`src/rtl/ilp_pkg.sv`:
```
// Shared types and character constants for the integer literal parser.
`default_nettype none

package ilp_pkg;

  // One input item: a character or the terminator.
  typedef struct packed {
    logic [7:0] char_code;
    logic       is_end;
  } ilp_in_t;

  // One result item, given for each terminator.
  typedef struct packed {
    logic signed [63:0] value;
    logic               convert_ok;
    logic               is_number;
  } ilp_out_t;

  typedef enum logic [1:0] {
    PH_LEAD_WS = 2'd0,
    PH_SIGN_WS = 2'd1,
    PH_ZERO    = 2'd2,
    PH_DIGITS  = 2'd3
  } ilp_phase_e;

  typedef enum logic [1:0] {
    RADIX_DEC = 2'd0,
    RADIX_BIN = 2'd1,
    RADIX_OCT = 2'd2,
    RADIX_HEX = 2'd3
  } ilp_radix_e;

  // Parser state as seen from outside the core.
  typedef struct packed {
    ilp_phase_e phase;
    logic       negative_sign;
    logic       plus_sign;
    logic       rejected;
  } ilp_status_t;

  localparam logic [7:0] CH_SPACE = 8'h20;
  localparam logic [7:0] CH_TAB   = 8'h09;
  localparam logic [7:0] CH_CR    = 8'h0D;
  localparam logic [7:0] CH_MINUS = 8'h2D;
  localparam logic [7:0] CH_PLUS  = 8'h2B;
  localparam logic [7:0] CH_0     = 8'h30;
  localparam logic [7:0] CH_9     = 8'h39;
  localparam logic [7:0] CH_A_LO  = 8'h61;
  localparam logic [7:0] CH_F_LO  = 8'h66;
  localparam logic [7:0] CH_B_LO  = 8'h62;
  localparam logic [7:0] CH_O_LO  = 8'h6F;
  localparam logic [7:0] CH_X_LO  = 8'h78;

  // Value of 'a' as a digit.
  localparam logic [3:0] DIGIT_ALPHA_OFS = 4'd10;

endpackage

`default_nettype wire

```
`src/rtl/ilp_in_stage.sv`:
```
// Input register stage of the integer literal parser.
`default_nettype none

module ilp_in_stage
  import ilp_pkg::*;
(
  input  logic    clk_i,
  input  logic    rst_ni,
  input  logic    in_valid_i,
  output logic    in_stall_o,
  input  ilp_in_t in_data_i,
  input  logic    take_i,
  output logic    s1_valid_o,
  output ilp_in_t s1_data_o
);

  logic    valid_q, valid_d;
  ilp_in_t data_q;
  logic    accept;

  // Stall only while a held item cannot move on this cycle.
  assign in_stall_o = valid_q && !take_i;
  assign accept     = in_valid_i && !in_stall_o;
  assign valid_d    = accept || (valid_q && !take_i);

  always_ff @(posedge clk_i or negedge rst_ni) begin
    if (!rst_ni) begin
      valid_q <= 1'b0;
    end else begin
      valid_q <= valid_d;
    end
  end

  always_ff @(posedge clk_i) begin
    if (accept) begin
      data_q <= in_data_i;
    end
  end

  assign s1_valid_o = valid_q;
  assign s1_data_o  = data_q;

endmodule

`default_nettype wire

```
`src/rtl/ilp_parse_core.sv`:
```
// Parse state, digit accumulation and result formation.
`default_nettype none

module ilp_parse_core
  import ilp_pkg::*;
(
  input  logic        clk_i,
  input  logic        rst_ni,
  input  logic        valid_i,
  input  ilp_in_t     data_i,
  input  logic        slot_free_i,
  output logic        take_o,
  output logic        res_valid_o,
  output ilp_out_t    res_o,
  output ilp_status_t status_o
);

  ilp_phase_e  phase_q, phase_d;
  ilp_radix_e  radix_q, radix_d;
  ilp_radix_e  radix_eff;
  logic        neg_q, neg_d;
  logic        plus_q, plus_d;
  logic        rej_q, rej_d;
  logic [63:0] acc_q, acc_d;

  logic [7:0]  c;
  logic        is_ws, dig_num, dig_alpha, dig_below, dig_ok;
  logic [3:0]  dig_val;
  logic [63:0] dig_ext, mac;
  logic        step, fin;

  assign c      = data_i.char_code;
  assign take_o = valid_i && (!data_i.is_end || slot_free_i);
  assign fin    = take_o && data_i.is_end;
  assign step   = take_o && !data_i.is_end && !rej_q;

  assign is_ws     = (c == CH_SPACE) || (c >= CH_TAB && c <= CH_CR);
  assign dig_num   = (c >= CH_0) && (c <= CH_9);
  assign dig_alpha = (c >= CH_A_LO) && (c <= CH_F_LO);
  assign dig_val   = dig_num ? 4'(c - CH_0) : (4'(c - CH_A_LO) + DIGIT_ALPHA_OFS);
  assign dig_ext   = {60'd0, dig_val};

  // Outside the digit phase a digit always counts as decimal.
  assign radix_eff = (phase_q == PH_DIGITS) ? radix_q : RADIX_DEC;

  always_comb begin
    unique case (radix_eff)
      RADIX_DEC: dig_below = (dig_val < 4'd10);
      RADIX_BIN: dig_below = (dig_val < 4'd2);
      RADIX_OCT: dig_below = (dig_val < 4'd8);
      RADIX_HEX: dig_below = 1'b1;
      default:   dig_below = 1'b0;
    endcase
  end

  assign dig_ok = (dig_num || dig_alpha) && dig_below;

  always_comb begin
    unique case (radix_eff)
      RADIX_DEC: mac = (acc_q << 3) + (acc_q << 1) + dig_ext;
      RADIX_BIN: mac = {acc_q[62:0], 1'b0} | dig_ext;
      RADIX_OCT: mac = {acc_q[60:0], 3'd0} | dig_ext;
      RADIX_HEX: mac = {acc_q[59:0], 4'd0} | dig_ext;
      default:   mac = acc_q;
    endcase
  end

  always_comb begin
    phase_d = phase_q;
    radix_d = radix_q;
    neg_d   = neg_q;
    plus_d  = plus_q;
    rej_d   = rej_q;
    acc_d   = acc_q;
    if (fin) begin
      phase_d = PH_LEAD_WS;
      radix_d = RADIX_DEC;
      neg_d   = 1'b0;
      plus_d  = 1'b0;
      rej_d   = 1'b0;
      acc_d   = 64'd0;
    end else if (step) begin
      unique case (phase_q)
        PH_LEAD_WS, PH_SIGN_WS: begin
          priority if (is_ws) begin
            phase_d = phase_q;
          end else if (phase_q == PH_LEAD_WS && c == CH_MINUS) begin
            neg_d   = 1'b1;
            phase_d = PH_SIGN_WS;
          end else if (phase_q == PH_LEAD_WS && c == CH_PLUS) begin
            plus_d  = 1'b1;
            phase_d = PH_SIGN_WS;
          end else if (c == CH_0) begin
            acc_d   = 64'd0;
            phase_d = PH_ZERO;
          end else if (dig_ok) begin
            radix_d = RADIX_DEC;
            acc_d   = mac;
            phase_d = PH_DIGITS;
          end else begin
            rej_d = 1'b1;
          end
        end
        PH_ZERO: begin
          priority if (c == CH_B_LO) begin
            radix_d = RADIX_BIN;
            phase_d = PH_DIGITS;
          end else if (c == CH_O_LO) begin
            radix_d = RADIX_OCT;
            phase_d = PH_DIGITS;
          end else if (c == CH_X_LO) begin
            radix_d = RADIX_HEX;
            phase_d = PH_DIGITS;
          end else if (dig_ok) begin
            radix_d = RADIX_DEC;
            acc_d   = mac;
            phase_d = PH_DIGITS;
          end else begin
            rej_d = 1'b1;
          end
        end
        PH_DIGITS: begin
          if (dig_ok) begin
            acc_d = mac;
          end else begin
            rej_d = 1'b1;
          end
        end
        default: rej_d = 1'b1;
      endcase
    end
  end

  always_ff @(posedge clk_i or negedge rst_ni) begin
    if (!rst_ni) begin
      phase_q <= PH_LEAD_WS;
      radix_q <= RADIX_DEC;
      neg_q   <= 1'b0;
      plus_q  <= 1'b0;
      rej_q   <= 1'b0;
      acc_q   <= 64'd0;
    end else begin
      phase_q <= phase_d;
      radix_q <= radix_d;
      neg_q   <= neg_d;
      plus_q  <= plus_d;
      rej_q   <= rej_d;
      acc_q   <= acc_d;
    end
  end

  always_comb begin
    res_o.is_number  = !rej_q;
    res_o.convert_ok = !rej_q && !plus_q;
    if (res_o.convert_ok) begin
      res_o.value = neg_q ? (64'd0 - acc_q) : acc_q;
    end else begin
      res_o.value = 64'd0;
    end
  end

  assign res_valid_o = fin;

  assign status_o.phase         = phase_q;
  assign status_o.negative_sign = neg_q;
  assign status_o.plus_sign     = plus_q;
  assign status_o.rejected      = rej_q;

endmodule

`default_nettype wire

```
`src/rtl/ilp_out_stage.sv`:
```
// Result register stage of the integer literal parser.
`default_nettype none

module ilp_out_stage
  import ilp_pkg::*;
(
  input  logic     clk_i,
  input  logic     rst_ni,
  input  logic     load_i,
  input  ilp_out_t data_i,
  output logic     slot_free_o,
  output logic     out_valid_o,
  input  logic     out_stall_i,
  output ilp_out_t out_data_o
);

  logic     valid_q, valid_d;
  ilp_out_t data_q;

  // The slot frees up when empty or when its item leaves this cycle.
  assign slot_free_o = !valid_q || !out_stall_i;
  assign valid_d     = load_i || (valid_q && out_stall_i);

  always_ff @(posedge clk_i or negedge rst_ni) begin
    if (!rst_ni) begin
      valid_q <= 1'b0;
    end else begin
      valid_q <= valid_d;
    end
  end

  always_ff @(posedge clk_i) begin
    if (load_i) begin
      data_q <= data_i;
    end
  end

  assign out_valid_o = valid_q;
  assign out_data_o  = data_q;

endmodule

`default_nettype wire

```
`src/rtl/integer_literal_parser_unit.sv`:
```
// Top level of the integer literal parser: input stage, parse core, result stage.
`default_nettype none

// Integer literal parser. Feed one character per item; an item with is_end set
// closes the literal and yields one result item (value, convert_ok, is_number),
// after which the parser is back in its reset state. Leading whitespace and one
// optional sign (followed by optional whitespace) are allowed, then an optional
// 0b / 0o / 0x prefix, then lower-case digits below the base. A '-' negates the
// value modulo 2^64; a '+' keeps is_number but clears convert_ok; any syntax
// error clears both and forces value to 0. The block takes one item per clock
// cycle unless a terminator waits for the result slot: the parse core performs
// one 64-bit shift-and-add per character, and that adder path sets the cycle.
// An accepted item is held in the input register until the core takes it; a
// terminator's result is in the result register from the edge after the core
// takes it. Character items keep flowing while a result waits on out_stall_i.
module integer_literal_parser_unit
  import ilp_pkg::*;
(
  input  logic     clk_i,
  input  logic     rst_ni,
  input  logic     in_valid_i,
  output logic     in_stall_o,
  input  ilp_in_t  in_data_i,
  output logic     out_valid_o,
  input  logic     out_stall_i,
  output ilp_out_t out_data_o
);

  logic        s1_valid;
  ilp_in_t     s1_data;
  logic        take;
  logic        slot_free;
  logic        res_valid;
  ilp_out_t    res;
  ilp_status_t status;

  // Hold the accepted item until the core takes it.
  ilp_in_stage u_in_stage (
    .clk_i      (clk_i),
    .rst_ni     (rst_ni),
    .in_valid_i (in_valid_i),
    .in_stall_o (in_stall_o),
    .in_data_i  (in_data_i),
    .take_i     (take),
    .s1_valid_o (s1_valid),
    .s1_data_o  (s1_data)
  );

  // Advance the parse state; on a terminator, form the result and reset.
  ilp_parse_core u_core (
    .clk_i       (clk_i),
    .rst_ni      (rst_ni),
    .valid_i     (s1_valid),
    .data_i      (s1_data),
    .slot_free_i (slot_free),
    .take_o      (take),
    .res_valid_o (res_valid),
    .res_o       (res),
    .status_o    (status)
  );

  // Hold the result until the receiver drops stall.
  ilp_out_stage u_out_stage (
    .clk_i       (clk_i),
    .rst_ni      (rst_ni),
    .load_i      (res_valid),
    .data_i      (res),
    .slot_free_o (slot_free),
    .out_valid_o (out_valid_o),
    .out_stall_i (out_stall_i),
    .out_data_o  (out_data_o)
  );

  // A terminator returns the parser to its idle state.
  assert property (@(posedge clk_i) disable iff (!rst_ni)
    res_valid |=> (status.phase == PH_LEAD_WS) && !status.rejected &&
                  !status.negative_sign && !status.plus_sign)
    else $error("parser state not cleared after terminator");

  // A failed conversion never carries a value, and conversion implies a number.
  assert property (@(posedge clk_i) disable iff (!rst_ni)
    out_valid_o |-> (out_data_o.convert_ok || (out_data_o.value == 64'sd0)) &&
                    (!out_data_o.convert_ok || out_data_o.is_number))
    else $error("inconsistent result flags");

  // The core never loads the result register while it still holds an item.
  assert property (@(posedge clk_i) disable iff (!rst_ni)
    (out_valid_o && out_stall_i) |-> !res_valid)
    else $error("result overwritten while stalled");

  // Input stalls only while a terminator is held in the input register.
  assert property (@(posedge clk_i) disable iff (!rst_ni)
    in_stall_o |-> s1_valid && s1_data.is_end)
    else $error("input stalled without a waiting terminator");

endmodule

`default_nettype wire

```
`config.mk`:
```
export PLATFORM = sky130hd
export DESIGN_NAME = integer_literal_parser_unit
export DESIGN_NICKNAME = d
export VERILOG_FILES = /design/src/rtl/ilp_pkg.sv /design/src/rtl/ilp_in_stage.sv /design/src/rtl/ilp_parse_core.sv /design/src/rtl/ilp_out_stage.sv /design/src/rtl/integer_literal_parser_unit.sv
export SDC_FILE = /design/constraint.sdc
export NUM_CORES = 1
export LEC_CHECK = 0
export BUFFER_PORTS_ARGS = -buffer_cell sky130_fd_sc_hd__buf_2
export CORE_UTILIZATION = 30
export DETAILED_ROUTE_END_ITERATION = 16
export MAX_ROUTING_LAYER = met4
export PLACE_DENSITY = 0.48
export SYNTH_ARGS = -nofsm -noshare
export SYNTH_HDL_FRONTEND = slang
export SYNTH_SLANG_ARGS = --single-unit
```
`constraint.sdc`:
```
create_clock -name clk_i -period 6.8 [get_ports clk_i]
set_clock_uncertainty 0.05 [all_clocks]
set_input_delay 0.34 -clock clk_i [delete_from_list [all_inputs] [get_ports clk_i]]
set_output_delay 0.34 -clock clk_i [all_outputs]
set_load 0.01 [all_outputs]
```
==> summary.md <==
| Metric | Value |
|---|---|
| Pleak | approximately 7 nW |
| Worst EP required | 7.11 ns |
| RR Endpoint | u_core.acc_q[56] |
| Pwr Density | 142 nW/um2 |
| Area delta synth->final | 10.4% |
| Initial Util | 30.4% |
| Slew Viols, Final | 0 |
| CTS tree | yes |
| Yosys warns | 0 |
| RSZ-0062 raised after global routing | false |
| Synth Instances | 1658 |
| Clk_lat worst skew | 0.49 ns |
| Most frequent CP cell | ha_1 |
| Final period utilization | between 70% and 80% |
| R2R depth | 18 |
| HP Start | out_stall_i |
| GR Util All Layers | 19.2% |
| Post-synth cell types | 88 |
| Crit Path Class | reg -> reg |
| Most common cell after layout, fill and taps aside | nand2_1 |
| Status | completed |
| Rel. slew slack | a little under two fifths |
| DRC | 0 |
| Routed vias | ~12k |
| Clock slew at reported path FFs | 0.06 ns |
| Reg2reg setup slack | 1.57 ns |
| Final ANT Viol Nets | 0 |
| Vias per Instance | 5.47 |
| EDFF count, synth | 75 |
| Initial antenna violation count | 0 |
| Wire per inst | 18.9 um |
| Clock Path Buffers | 2 |
| Overflow after GRT | 0 |
| Flops & latches, synth | around 150 |
| Critical Path Start | u_in_stage.s1_data_o[1] |
| H-tree Lvls | 4 |
| Crit end category | flop |
| Vias in the first global route | 11.9k |
| CP max stage cell | edfxtp_1 |
| Core area | 45500 um2 |
| Syn Nets | 1804 |
| Crit path to | u_core.acc_q[56] |
| Commonest register cell after synthesis | edfxtp_1 |
| I/O pin cnt | 81 |
| Setup_tns | 0 ns |
| WP data arrival | 5.54 ns |
| Std cell rows | slightly below 80 |
| Critical path launch point type | flop |
| Die area | 47000 um2 |
| CTS Buf Count | 17 |
| Initial DRT Pass Iterations | 5 |
| # Post-CTS Setup Buffers | 0 |
| CP max FO | 7 |
| Syn Std Cell Area | approximately 14000 um2 |
| FFs w/ async S/R, synth | 49.3% |
| Initial detailed-routing violation count | 866 |
| Synthesized area per cell | ~8.3 um2 |
| First-pass GRT wire length | between 60 and 70 mm |
| Final setup viols | 0 |
| Final Hold Viols | 0 |
| Largest net degree at the start of global routing | 67 |
| Worst Hold Depth | 3 |
| Min Tclk post-route | around 5.2 ns |
| Post-synthesis sequential area ratio | between 20% and 30% |
| Buffers added on ports | 80 |
| Fmax | around 190 MHz |
| Die width | around 220 um |
| Clk root buf | clkbuf_16 |
| Fill count | 4807 |
| R2r startpoint | u_in_stage.s1_data_o[1] |
| Fraction of layout cells with a size suffix above 1 | approximately a tenth |
| TritonCTS Sinks | 148 |
| CP max stage delay | between 0.4 and 0.5 ns |
| Detail Placement HPWL | 31.3 mm |
| CP cell instances | inv_1 > ha_1 > o21bai_1 > a21oi_1 > nor2b_1 > xnor2_1 > ha_1 > ha_1 > fa_1 > a21o_1 > a221o_1 > o22ai_2 > a211oi_1 > or2_2 > a221o_1 > nor3b_1 > o311ai_0 > o21ai_0 |
| Hold/Removal Path Class | in -> reg |
| Maxcap violations | 0 |
| Worst-Margin Slew | 0.945 ns |
| Chip Height | roughly 220 um |
| Nets | 1814 |
| DRT Wirelength | about 43 mm |
| Routability cong. | 0.920 |
| Antenna Cells | 0 |
| Maximum VDD drop | 0.158 mV |
| Final Util | 33.6% |
| Commonest cells after routing, fill and taps aside | nand2_1, nor2_1, a21oi_1, ha_1, o21ai_0 |
## where the power goes
group,switching (mW),internal (mW)
sequential,0.0172,0.971
clock,0.413,0.532
combinational,0.170,0.0633
total,0.601,1.57
## sequential cells by signal, indices dropped and copies added, names as in the netlist, 2 cells and up
register	flops
u_out_stage.out_data_o	66
u_core.radix_q	2
u_in_stage.s1_data_o	9
u_core.acc_q	64
u_core.phase_q	2
## routing by layer
metal	GRT usage [%]	up-vias	share of wire [%]
met3	3.12	44	4.9
met5	-	-	0
met2	27.7	319	43
li1	-	6127	-
met1	27.1	5994	51
met4	6.38	0	1.8
## worst min-delay path by stage
stage / slack (ns) / to
2_1_floorplan: -0.006 / u_core.acc_q[0]
3_3_place_gp: 0.26 / u_core.acc_q[0]
3_5_place_dp: 0.27 / u_core.neg_q
4_1_cts: 0.02 / u_out_stage.out_valid_o
5_1_grt: 0.06 / u_out_stage.out_valid_o
6_report: 0.06 / u_out_stage.out_valid_o
## cell usage after synthesis (6+ instances only)
library cell  instances  share of area, %
nand2_1             192               5.2
a211oi_1             13              0.71
o21bai_1             13              0.71
o221ai_1             22               1.4
nor4_1                6              0.27
buf_2                 9              0.33
o31ai_1              26               1.4
o211ai_1              6              0.33
a21oi_1             152               5.5
nand4_1              21              0.95
o22ai_1              19              0.86
or3_1                14              0.63
dfrtp_1              73                13
a221o_1               9              0.65
inv_1                39               1.1
o21ai_0             123               4.4
nand3_1              29               1.0
o41ai_1              10              0.63
a221oi_1              8              0.51
nand2b_1             10              0.45
mux2i_1              74               5.4
xnor2_1              31               2.0
a21o_1               37               2.0
nor2_1              180               4.9
edfxtp_1             75                16
xor2_1               78               4.9
nor3_1               22              0.80
a31oi_1              15              0.68
and2_1               12              0.54
clkbuf_1             87               2.4
ha_1                131                12
and3_1               10              0.45
## per-stage QoR
| step | instance area (um2) | worst slack [ns] | cells | hold WS (ns) | total power, mW |
|---|---|---|---|---|---|
| 6_report | 15300 | 1.57 | 2281 | 0.0592 | 2.17 |
| 5_1_grt | 15300 | 1.20 | 2281 | 0.0562 | 2.25 |
| 4_1_cts | 15300 | 1.59 | 2281 | 0.0173 | 2.21 |
| 3_5_place_dp | 14600 | 1.62 | 2238 | 0.271 | 1.24 |
| 3_3_place_gp | 14600 | 1.64 | 2238 | 0.264 | 1.24 |
| 2_1_floorplan | 13800 | 2.23 | 1658 | -0.00559 | 1.16 |
## logic make-up (layout without fill, tap and decap cells)
group	Yosys count	after routing	share of synthesized area [%]
AOI/OAI and AO/OA	496	496	22.6
xor gates and xnor gates	109	109	6.90
adders and majority gates	133	133	12.1
buffers and inverters	153	176	4.92
DFF	148	148	29.5
muxes	76	76	5.52
and+or+nand+nor	543	543	18.4
## cell type report
type,count,area [um2],share of cell area [%]
well taps,600,751,4.91
multi-input cells,1357,9120,59.7
repair buffers,104,611,4.00
flip-flops and latches,148,4090,26.7
clock buffers,17,425,2.78
inverters,40,150,0.983
clock inverters,15,140,0.917
## repair_timing
action                    CTS  global route
hold buffers               11             0
hold endpoints to repair   39             0
resized for setup           0             0
## worst max-delay path, delay by kind of cell (launching register included)
kind	cells	cell delay, ns
AOI/OAI and AO/OA	9	2.25
adders and majority gates	4	1.20
buffers and inverters	1	0.20
xor gates and xnor gates	1	0.28
DFF	1	0.47
and+or+nand+nor	3	0.65
Power figures use the tool's default switching activity.
